File: src/rtl/hsd_pkg.sv
`timescale 1ns / 1ps

package hsd_pkg;

  // Number of candidate codewords and the width of a codeword index.
  localparam int unsigned NumCw   = 16;
  localparam int unsigned IdxW    = 4;
  localparam int unsigned CwBits  = 8;
  localparam int unsigned GroupSz = 4;
  localparam int unsigned NumGrp  = NumCw / GroupSz;

  // Code rate limits and the rates with special handling.
  localparam logic [2:0] RateMin    = 3'd1;
  localparam logic [2:0] RateMax    = 3'd4;
  localparam logic [2:0] RateParity = 3'd1;
  localparam logic [2:0] RateHam74  = 3'd3;
  localparam logic [2:0] RateHam84  = 3'd4;

  // Syndromes that point at a data bit.
  localparam logic [2:0] SynBit0 = 3'd5;
  localparam logic [2:0] SynBit1 = 3'd7;
  localparam logic [2:0] SynBit2 = 3'd3;
  localparam logic [2:0] SynBit3 = 3'd6;

  // Codeword tables, codeword bit j is table bit (7 - j).
  localparam logic [CwBits-1:0] HammingTbl [NumCw] = '{
    8'd0, 8'd23, 8'd45, 8'd58, 8'd78, 8'd89, 8'd99, 8'd116,
    8'd139, 8'd156, 8'd166, 8'd177, 8'd197, 8'd210, 8'd232, 8'd255
  };
  localparam logic [CwBits-1:0] ParityTbl [NumCw] = '{
    8'd0, 8'd24, 8'd40, 8'd48, 8'd72, 8'd80, 8'd96, 8'd120,
    8'd136, 8'd144, 8'd160, 8'd184, 8'd192, 8'd216, 8'd232, 8'd240
  };

  // Side information that travels down the pipeline next to the scores.
  typedef struct packed {
    logic       soft_sel;
    logic [3:0] hard_nib;
  } side_t;

  // Reverses the order of the four bits of a nibble.
  function automatic logic [3:0] reverse4(input logic [3:0] v);
    reverse4 = {v[0], v[1], v[2], v[3]};
  endfunction

endpackage

File: src/rtl/hamming_soft_hard_decoder.sv
`timescale 1ns / 1ps

// Hamming codeword decoder, hard syndrome or soft maximum-likelihood.
// Input channel (in_valid_i / in_ready_o) carries one codeword per item: the
// code rate, the hard codeword byte and eight LLRs. Output channel
// (out_valid_o / out_ready_i) returns one data nibble per item, in order.
// The configuration channel (cfg_valid_i / cfg_ready_o) writes soft_enable;
// it is always ready and must only be written while the block is idle.
// Sixteen scoring lanes correlate the LLRs with every candidate codeword;
// the merge stage picks the first maximum. The hard result is decoded on entry
// and travels beside the scores.
// Each item passes the four register stages in order, two lane stages, one
// merge stage and the output register, and can be taken once it lands in the
// output register.
// Throughput is one item per cycle; the four-stage pipeline advances as a
// whole while the output register is empty or being taken.
// When the receiver stalls, the whole pipeline holds and in_ready_o falls
// until the waiting result is taken.
// Reset clears all valid flags and sets soft_enable to 0 (hard decoding).
module hamming_soft_hard_decoder #(
  parameter int unsigned LLR_WIDTH = 16
) (
  input  logic                        clk_i,
  input  logic                        rst_ni,
  input  logic                        cfg_valid_i,
  output logic                        cfg_ready_o,
  input  logic                        cfg_soft_enable_i,
  input  logic                        in_valid_i,
  output logic                        in_ready_o,
  input  logic [2:0]                  code_rate_i,
  input  logic [7:0]                  hard_codeword_i,
  input  logic signed [LLR_WIDTH-1:0] llr_0_i,
  input  logic signed [LLR_WIDTH-1:0] llr_1_i,
  input  logic signed [LLR_WIDTH-1:0] llr_2_i,
  input  logic signed [LLR_WIDTH-1:0] llr_3_i,
  input  logic signed [LLR_WIDTH-1:0] llr_4_i,
  input  logic signed [LLR_WIDTH-1:0] llr_5_i,
  input  logic signed [LLR_WIDTH-1:0] llr_6_i,
  input  logic signed [LLR_WIDTH-1:0] llr_7_i,
  output logic                        out_valid_o,
  input  logic                        out_ready_i,
  output logic [3:0]                  dec_nibble_o
);

  localparam int unsigned ScoreW = LLR_WIDTH + 4;

  logic                        soft_enable_q;
  logic                        en;
  logic [2:0]                  rate;
  logic [3:0]                  len;
  logic [7:0]                  use_mask;
  logic [3:0]                  hard_nib;
  logic signed [LLR_WIDTH-1:0] llr [8];
  logic signed [ScoreW-1:0]    scores [hsd_pkg::NumCw];
  logic [hsd_pkg::IdxW-1:0]    win_idx;
  logic [2:0]                  vld_q;
  hsd_pkg::side_t              side_q [3];
  logic                        out_valid_q;
  logic [3:0]                  dec_nibble_q;

  // Configuration register.
  assign cfg_ready_o = 1'b1;

  always_ff @(posedge clk_i or negedge rst_ni) begin
    if (!rst_ni) begin
      soft_enable_q <= 1'b0;
    end else if (cfg_valid_i) begin
      soft_enable_q <= cfg_soft_enable_i;
    end
  end

  // The pipeline moves while the output register is empty or being taken.
  assign en         = !out_valid_q || out_ready_i;
  assign in_ready_o = en;

  // Saturate the rate and build the mask of codeword bits in use.
  always_comb begin
    if (code_rate_i < hsd_pkg::RateMin) begin
      rate = hsd_pkg::RateMin;
    end else if (code_rate_i > hsd_pkg::RateMax) begin
      rate = hsd_pkg::RateMax;
    end else begin
      rate = code_rate_i;
    end
    len = {1'b0, rate} + 4'd4;
    for (int j = 0; j < 8; j++) begin
      use_mask[j] = 4'(j) < len;
    end
  end

  assign llr[0] = llr_0_i;
  assign llr[1] = llr_1_i;
  assign llr[2] = llr_2_i;
  assign llr[3] = llr_3_i;
  assign llr[4] = llr_4_i;
  assign llr[5] = llr_5_i;
  assign llr[6] = llr_6_i;
  assign llr[7] = llr_7_i;

  // Hard decoding of the incoming item.
  hsd_hard u_hard (
    .rate_i (rate),
    .word_i (hard_codeword_i),
    .nib_o  (hard_nib)
  );

  // One scoring lane per candidate codeword.
  for (genvar n = 0; n < hsd_pkg::NumCw; n++) begin : g_lane
    hsd_lane #(
      .LLR_WIDTH (LLR_WIDTH)
    ) u_lane (
      .clk_i     (clk_i),
      .en_i      (en),
      .llr_i     (llr),
      .pattern_i ((rate == hsd_pkg::RateParity) ? hsd_pkg::ParityTbl[n]
                                                : hsd_pkg::HammingTbl[n]),
      .use_i     (use_mask),
      .score_o   (scores[n])
    );
  end

  // Merge the lane scores.
  hsd_merge #(
    .SCORE_W (ScoreW)
  ) u_merge (
    .clk_i    (clk_i),
    .en_i     (en),
    .scores_i (scores),
    .idx_o    (win_idx)
  );

  // Valid flags follow the items through the lane and merge stages.
  always_ff @(posedge clk_i or negedge rst_ni) begin
    if (!rst_ni) begin
      vld_q       <= '0;
      out_valid_q <= 1'b0;
    end else if (en) begin
      vld_q       <= {vld_q[1:0], in_valid_i};
      out_valid_q <= vld_q[2];
    end
  end

  // Side information and the output register.
  always_ff @(posedge clk_i) begin
    if (en) begin
      side_q[0] <= '{soft_sel: soft_enable_q, hard_nib: hard_nib};
      side_q[1] <= side_q[0];
      side_q[2] <= side_q[1];
      dec_nibble_q <= side_q[2].soft_sel ? hsd_pkg::reverse4(win_idx)
                                         : side_q[2].hard_nib;
    end
  end

  assign out_valid_o  = out_valid_q;
  assign dec_nibble_o = dec_nibble_q;

  // A waiting result that is not taken blocks new items.
  a_stall_blocks_input: assert property (@(posedge clk_i) disable iff (!rst_ni)
    out_valid_q && !out_ready_i |-> !in_ready_o)
    else $error("item accepted while a result is stalled");

  // A stall freezes the item positions in the pipeline.
  a_stall_holds_pipe: assert property (@(posedge clk_i) disable iff (!rst_ni)
    !en |=> $stable(vld_q) && out_valid_q)
    else $error("pipeline moved during a stall");

  // An item in the last stage reaches the output register when the pipe moves.
  a_last_stage_lands: assert property (@(posedge clk_i) disable iff (!rst_ni)
    en && vld_q[2] |=> out_valid_q)
    else $error("item lost between merge stage and output");

  // An accepted item enters the first stage.
  a_accept_enters: assert property (@(posedge clk_i) disable iff (!rst_ni)
    in_valid_i && in_ready_o |=> vld_q[0])
    else $error("accepted item missing from first stage");

endmodule

File: src/rtl/hsd_hard.sv
`timescale 1ns / 1ps

// Hard syndrome decoder: reads the codeword MSB-first, can fix one data bit at Hamming rates.
module hsd_hard (
  input  logic [2:0] rate_i,
  input  logic [7:0] word_i,
  output logic [3:0] nib_o
);

  logic [7:0] c;
  logic [3:0] len;
  logic       correct;
  logic [2:0] syn;
  logic [3:0] nib;

  // Unpack the codeword bits, first bit at the top of the right-aligned field.
  always_comb begin
    len = {1'b0, rate_i} + 4'd4;
    for (int i = 0; i < 8; i++) begin
      if (4'(i) < len) begin
        c[i] = word_i[3'(len - 4'd1 - 4'(i))];
      end else begin
        c[i] = 1'b0;
      end
    end
  end

  // Syndrome and single-bit correction of the data field.
  always_comb begin
    correct = 1'b0;
    if (rate_i == hsd_pkg::RateHam74) begin
      correct = 1'b1;
    end else if (rate_i == hsd_pkg::RateHam84) begin
      correct = ^c;
    end
    syn[0] = c[0] ^ c[1] ^ c[2] ^ c[4];
    syn[1] = c[1] ^ c[2] ^ c[3] ^ c[5];
    syn[2] = c[0] ^ c[1] ^ c[3] ^ c[6];
    nib = c[3:0];
    if (correct) begin
      case (syn)
        hsd_pkg::SynBit0: nib = nib ^ 4'b0001;
        hsd_pkg::SynBit1: nib = nib ^ 4'b0010;
        hsd_pkg::SynBit2: nib = nib ^ 4'b0100;
        hsd_pkg::SynBit3: nib = nib ^ 4'b1000;
        default: nib = c[3:0];
      endcase
    end
  end

  assign nib_o = nib;

endmodule

File: src/rtl/hsd_lane.sv
`timescale 1ns / 1ps

// One scoring lane: correlates the LLRs with one candidate codeword.
module hsd_lane #(
  parameter int unsigned LLR_WIDTH = 16
) (
  input  logic                        clk_i,
  input  logic                        en_i,
  input  logic signed [LLR_WIDTH-1:0] llr_i [8],
  input  logic [7:0]                  pattern_i,
  input  logic [7:0]                  use_i,
  output logic signed [LLR_WIDTH+3:0] score_o
);

  localparam int unsigned TermW = LLR_WIDTH + 1;
  localparam int unsigned PartW = LLR_WIDTH + 3;
  localparam int unsigned ScoreW = LLR_WIDTH + 4;

  logic signed [TermW-1:0]  term [8];
  logic signed [PartW-1:0]  lo_d, hi_d, lo_q, hi_q;
  logic signed [ScoreW-1:0] score_q;

  // Signed terms: plus the LLR for a one, minus it for a zero, nothing if unused.
  always_comb begin
    for (int j = 0; j < 8; j++) begin
      if (!use_i[j]) begin
        term[j] = '0;
      end else if (pattern_i[7-j]) begin
        term[j] = {llr_i[j][LLR_WIDTH-1], llr_i[j]};
      end else begin
        term[j] = -{llr_i[j][LLR_WIDTH-1], llr_i[j]};
      end
    end
    lo_d = '0;
    hi_d = '0;
    for (int j = 0; j < 4; j++) begin
      lo_d = lo_d + {{2{term[j][TermW-1]}}, term[j]};
      hi_d = hi_d + {{2{term[j+4][TermW-1]}}, term[j+4]};
    end
  end

  // Two half sums in the first stage, the full score in the second.
  always_ff @(posedge clk_i) begin
    if (en_i) begin
      lo_q    <= lo_d;
      hi_q    <= hi_d;
      score_q <= {lo_q[PartW-1], lo_q} + {hi_q[PartW-1], hi_q};
    end
  end

  assign score_o = score_q;

endmodule

File: src/rtl/hsd_merge.sv
`timescale 1ns / 1ps

// Merging stage: finds the first maximum of all lane scores.
module hsd_merge #(
  parameter int unsigned SCORE_W = 20
) (
  input  logic                      clk_i,
  input  logic                      en_i,
  input  logic signed [SCORE_W-1:0] scores_i [hsd_pkg::NumCw],
  output logic [hsd_pkg::IdxW-1:0]  idx_o
);

  logic signed [SCORE_W-1:0]      grp_score_d [hsd_pkg::NumGrp];
  logic [hsd_pkg::IdxW-1:0]       grp_idx_d   [hsd_pkg::NumGrp];
  logic signed [SCORE_W-1:0]      grp_score_q [hsd_pkg::NumGrp];
  logic [hsd_pkg::IdxW-1:0]       grp_idx_q   [hsd_pkg::NumGrp];
  logic signed [SCORE_W-1:0]      best;
  logic [hsd_pkg::IdxW-1:0]       best_idx;

  // First level: winner of each group of four, lower index kept on a tie.
  always_comb begin
    for (int g = 0; g < hsd_pkg::NumGrp; g++) begin
      grp_score_d[g] = scores_i[g*hsd_pkg::GroupSz];
      grp_idx_d[g]   = hsd_pkg::IdxW'(g*hsd_pkg::GroupSz);
      for (int k = 1; k < hsd_pkg::GroupSz; k++) begin
        if (scores_i[g*hsd_pkg::GroupSz+k] > grp_score_d[g]) begin
          grp_score_d[g] = scores_i[g*hsd_pkg::GroupSz+k];
          grp_idx_d[g]   = hsd_pkg::IdxW'(g*hsd_pkg::GroupSz+k);
        end
      end
    end
  end

  always_ff @(posedge clk_i) begin
    if (en_i) begin
      grp_score_q <= grp_score_d;
      grp_idx_q   <= grp_idx_d;
    end
  end

  // Second level: winner among the group winners.
  always_comb begin
    best     = grp_score_q[0];
    best_idx = grp_idx_q[0];
    for (int g = 1; g < hsd_pkg::NumGrp; g++) begin
      if (grp_score_q[g] > best) begin
        best     = grp_score_q[g];
        best_idx = grp_idx_q[g];
      end
    end
  end

  assign idx_o = best_idx;

endmodule
File: config.mk
export PLATFORM = sky130hd
export DESIGN_NAME = hamming_soft_hard_decoder
export DESIGN_NICKNAME = d
export VERILOG_FILES = /design/src/rtl/hsd_pkg.sv /design/src/rtl/hamming_soft_hard_decoder.sv /design/src/rtl/hsd_hard.sv /design/src/rtl/hsd_lane.sv /design/src/rtl/hsd_merge.sv
export SDC_FILE = /design/constraint.sdc
export NUM_CORES = 2
export LEC_CHECK = 0
export BUFFER_PORTS_ARGS = -buffer_cell sky130_fd_sc_hd__buf_2
export CAP_MARGIN = 20
export CORE_AREA = 4 4 459 461
export CTS_BUF_LIST = sky130_fd_sc_hd__clkbuf_4 sky130_fd_sc_hd__clkbuf_8 sky130_fd_sc_hd__clkbuf_16
export DETAILED_ROUTE_END_ITERATION = 12
export DIE_AREA = 0 0 463 465
export HOLD_SLACK_MARGIN = 0.06
export PLACE_DENSITY = 0.68
export SYNTH_ARGS = -nofsm -noshare
export SYNTH_HDL_FRONTEND = slang
export SYNTH_SLANG_ARGS = --single-unit
File: constraint.sdc
create_clock -name clk_i -period 28.1 [get_ports clk_i]
set_clock_uncertainty 0.15 [all_clocks]
set_input_delay 1.405 -clock clk_i [delete_from_list [all_inputs] [get_ports clk_i]]
set_output_delay 1.405 -clock clk_i [all_outputs]
set_load 0.02 [all_outputs]
==> flow_summary.html <==
<table>
<tr><th>Metric</th><th>Value</th></tr>
<tr><th colspan="2">Floorplanning</th></tr>
<tr><td>Std cell rows</td><td>167</td></tr>
<tr><td>I/O pin total</td><td>152</td></tr>
<tr><td>Floorplan die area</td><td>~0.22 mm²</td></tr>
<tr><td>Area of the core region</td><td>0.206 mm²</td></tr>
<tr><td>Die Wd</td><td>about 460 µm</td></tr>
<tr><td>Effective utilization at floorplan</td><td>49.8%</td></tr>
<tr><td>Die span in y</td><td>465 µm</td></tr>
<tr><th colspan="2">Global routing</th></tr>
<tr><td>Number of antenna violations at the first check in global routing</td><td>86</td></tr>
<tr><td>Maximum number of pins on one net before global-route repair</td><td>85</td></tr>
<tr><td>Global-route wire length before repair</td><td>roughly 620 mm</td></tr>
<tr><td>Global router's overall resource usage</td><td>a little over two fifths</td></tr>
<tr><td>Total grt overflow</td><td>0</td></tr>
<tr><td>Via count of the first global-routing pass</td><td>80900</td></tr>
<tr><th colspan="2">Drt</th></tr>
<tr><td>DR DRC count</td><td>0</td></tr>
<tr><td>Per-cell via count in the routed design</td><td>6.22</td></tr>
<tr><td>Total length of routed wires</td><td>between 400 and 500 mm</td></tr>
<tr><td>Routed vias</td><td>84600</td></tr>
<tr><td>Routed length per instance</td><td>33.9 µm</td></tr>
<tr><td>Detailed router's first-iteration violation count</td><td>10800</td></tr>
<tr><td>Number of iterations in the first detailed-routing pass</td><td>6</td></tr>
<tr><td>Antenna Nets Post-Route</td><td>0</td></tr>
<tr><th colspan="2">Synth</th></tr>
<tr><td>Mapped Area</td><td>between 0.1 and 0.15 mm²</td></tr>
<tr><td>Net count after synthesis</td><td>12500</td></tr>
<tr><td>Leading cell types by count after synthesis</td><td>1557 x sky130_fd_sc_hd__inv_1, 1345 x sky130_fd_sc_hd__ha_1, 997 x sky130_fd_sc_hd__edfxtp_1</td></tr>
<tr><td>Average instance area after synthesis</td><td>slightly below 10 µm²</td></tr>
<tr><td>Register area share after synthesis</td><td>29.2%</td></tr>
<tr><td>Area share of the largest cell type after synthesis</td><td>29.1%</td></tr>
<tr><td>Number of flops mapped to enable cells by yosys</td><td>997</td></tr>
<tr><td>Main synth FF type</td><td>sky130_fd_sc_hd__edfxtp_1</td></tr>
<tr><td>Unique masters post-synth</td><td>79</td></tr>
<tr><td>Warnings from Yosys</td><td>0</td></tr>
<tr><td>FF+latch count, synth</td><td>1002</td></tr>
<tr><td>Most repeated cell in the gate-level netlist after synthesis</td><td>sky130_fd_sc_hd__inv_1</td></tr>
<tr><td>Largest cells by area after synthesis</td><td>sky130_fd_sc_hd__edfxtp_1 29%, sky130_fd_sc_hd__ha_1 16%, sky130_fd_sc_hd__fa_1 12%</td></tr>
<tr><td>Count of mapped cells out of synthesis</td><td>10400</td></tr>
<tr><td>Post-synthesis cell type with the largest combined area</td><td>sky130_fd_sc_hd__edfxtp_1</td></tr>
<tr><td>Synth async-reset ratio</td><td>less than 1%</td></tr>
<tr><th colspan="2">Clock tree</th></tr>
<tr><td>Num CTS Buffers</td><td>117</td></tr>
<tr><td>Clk pin slew, worst setup/hold paths</td><td>roughly 0.060 ns</td></tr>
<tr><td>Post-CTS setup buffers</td><td>0</td></tr>
<tr><td>Count of instances resized after the clock tree is built</td><td>0</td></tr>
<tr><td>Clock tree from TritonCTS</td><td>built</td></tr>
<tr><td>Insertion delay to the later sink of the worst-skew pair</td><td>between 0.8 and 0.9 ns</td></tr>
<tr><td>Largest buffer count on any clock path</td><td>3</td></tr>
<tr><td>Number of hold buffers added after CTS</td><td>0</td></tr>
<tr><td>Maximum level of the CTS H-tree</td><td>3</td></tr>
<tr><td>CTS root buffer</td><td>sky130_fd_sc_hd__clkbuf_16</td></tr>
<tr><td>Clock sink count</td><td>1002</td></tr>
<tr><th colspan="2">STA</th></tr>
<tr><td>Ratio of final minimum period to clock period</td><td>34.4%</td></tr>
<tr><td>Count of final max-slew check failures</td><td>0</td></tr>
<tr><td>Final setup margin</td><td>18.44 ns</td></tr>
<tr><td>Final count of negative-setup-slack endpoints</td><td>0</td></tr>
<tr><td>Worst slew slack as a fraction of its limit</td><td>9.00%</td></tr>
<tr><td>Top achievable clock speed</td><td>103 MHz</td></tr>
<tr><td>Min Clock Period, post-route</td><td>9.66 ns</td></tr>
<tr><td>Setup repair after global routing missed its margin</td><td>false</td></tr>
<tr><td>Tightest Pin Transition</td><td>1.36 ns</td></tr>
<tr><td>Final Hold Fails</td><td>0</td></tr>
<tr><td>Post-Route Setup TNS</td><td>0 ns</td></tr>
<tr><th colspan="2">Finish</th></tr>
<tr><td>Number of nets in the layout</td><td>12800</td></tr>
<tr><td>Fraction of layout instances using a drive strength above 1</td><td>just over 7%</td></tr>
<tr><td>Area growth from synthesis to final layout</td><td>9.51%</td></tr>
<tr><td>Fill count</td><td>18300</td></tr>
<tr><th colspan="2">Critical path</th></tr>
<tr><td>Worst endpoint required time</td><td>about 28 ns</td></tr>
<tr><td>Critical path peak fanout</td><td>52</td></tr>
<tr><td>Category of the critical setup timing path</td><td>in2reg</td></tr>
<tr><td>Kind of end point of the critical path</td><td>flop</td></tr>
<tr><td>CP peak stage delay</td><td>1.05 ns</td></tr>
<tr><td>CP max stage cell</td><td>sky130_fd_sc_hd__xor2_1</td></tr>
<tr><td>Startpoint kind of the worst setup timing path</td><td>input port</td></tr>
<tr><td>Data arrival, critical path</td><td>10.02 ns</td></tr>
<tr><td>CP dominant cell by count</td><td>sky130_fd_sc_hd__a21oi_1</td></tr>
<tr><th colspan="2">Placed design</th></tr>
<tr><td>Port Buffer Count</td><td>150</td></tr>
<tr><td>Pre-CTS WS</td><td>17.90 ns</td></tr>
<tr><td>GPL Wtd Cong</td><td>1.08</td></tr>
<tr><td>Post-detailed-placement half-perimeter wirelength</td><td>392 mm</td></tr>
<tr><th colspan="2">Hold path</th></tr>
<tr><td>Min-Delay Path Class</td><td>in2async</td></tr>
<tr><th colspan="2">Run</th></tr>
<tr><td>Max-cap check violation count</td><td>0</td></tr>
<tr><th colspan="2">Outcome</th></tr>
<tr><td>Status</td><td>complete, no violations</td></tr>
</table>
[state kept, by name, indices dropped and copies added, names as in the netlist]
signal                 count
dec_nibble_o               4
g_lane.u_lane.hi_q       289
g_lane.u_lane.lo_q       289
g_lane.u_lane.score_o    312
out_valid_o                1
side_q                    15
soft_enable_q              1
u_merge.grp_idx_q          8
u_merge.grp_score_q       80
vld_q                      3
[critical path, delay by kind of cell]
family,cells,cell delay (ns)
XOR/XNOR,2,1.14
AO/OA/AOI/OAI,11,3.51
adder cells (fa/ha/maj),5,2.29
AND/OR/NAND/NOR,3,0.45
buffers and inverters,5,1.19
[cell type report]
class | count | area [µm²] | area share (%)
multi-input combinational | 7731 | 66600 | 59.2
sequential | 1002 | 30100 | 26.7
inverter | 1557 | 5840 | 5.19
tap | 2704 | 3380 | 3.00
clock buffer | 131 | 3050 | 2.71
timing repair buffer | 342 | 2370 | 2.11
clock inverter | 89 | 1180 | 1.05
antenna | 39 | 97.6 | 0.0867
[final timing paths]
kind | start | endpoint | slack [ns] | cells after the start
worst max-delay path | code_rate_i[2] | g_lane[10].u_lane.hi_q[17]$_DFFE_PP_ | 18.44 | 26
worst min-delay path | rst_ni | soft_enable_q$_DFFE_PN0P_ | 0.27 | 1
worst max register to register | g_lane[11].u_lane.score_o[0]$_DFFE_PP_ | u_merge.grp_score_q[54]$_DFFE_PP_ | 18.53 | 31
worst min register to register | side_q[0][3]$_DFFE_PP_ | side_q[0][8]$_DFFE_PP_ | 0.27 | 0
max in group asynchronous | rst_ni | vld_q[0]$_DFFE_PN0P_ | 27.40 | 1
min in group clk_i | side_q[0][3]$_DFFE_PP_ | side_q[0][8]$_DFFE_PP_ | 0.27 | 0
[cell usage in the layout, fill, tap and decap left out, types with 147 or more instances in the layout]
cell type | netlist | layout
sky130_fd_sc_hd__a21o_1 | 329 | 329
sky130_fd_sc_hd__a21oi_1 | 634 | 632
sky130_fd_sc_hd__buf_2 | 5 | 152
sky130_fd_sc_hd__buf_4 | 1 | 171
sky130_fd_sc_hd__edfxtp_1 | 997 | 997
sky130_fd_sc_hd__fa_1 | 606 | 606
sky130_fd_sc_hd__ha_1 | 1345 | 1345
sky130_fd_sc_hd__inv_1 | 1557 | 1557
sky130_fd_sc_hd__nand2_1 | 459 | 456
sky130_fd_sc_hd__nand2b_1 | 148 | 147
sky130_fd_sc_hd__nor2_1 | 598 | 596
sky130_fd_sc_hd__nor3_1 | 201 | 199
sky130_fd_sc_hd__o21ai_0 | 468 | 466
sky130_fd_sc_hd__xnor2_1 | 656 | 653
sky130_fd_sc_hd__xor2_1 | 372 | 371
[metal layers]
| metal | track usage, % | vias up | wire [µm] |
|---|---|---|---|
| met5 | 0 | - | 149 |
| met3 | 10.0 | 1233 | 46300 |
| li1 | - | 37400 | - |
| met4 | 37.9 | 22 | 51200 |
| met2 | 62.6 | 4673 | 195000 |
| met1 | 50.0 | 41200 | 168000 |
[metrics by stage]
stage	instance area, µm²	hold WS [ns]	utilization [%]	cells
after floorplan	103000	0.250	-	10400
after global placement	108000	0.258	52.3	13300
after detailed placement	108000	0.255	52.4	13300
after CTS	112000	0.214	54.4	13500
after global routing	113000	0.258	54.5	13600
final	113000	0.269	54.6	13600
[logic make-up (layout without fill, tap and decap cells)]
group,count (synthesis),count (layout),synth area share [%]
AOI/OAI and AO/OA,2376,2376,15.2
and+or+nand+nor,2161,2161,10.3
adders and majority gates,1951,1951,28.2
buffers and inverters,1670,2119,6.10
xor gates and xnor gates,1029,1029,8.77
DFF,1002,1002,29.2
muxes,213,213,2.21
other,1,40,0.00365
Power is not shown: default switching activity piles up to over one toggle a cycle in this logic, so the estimate is an artifact.
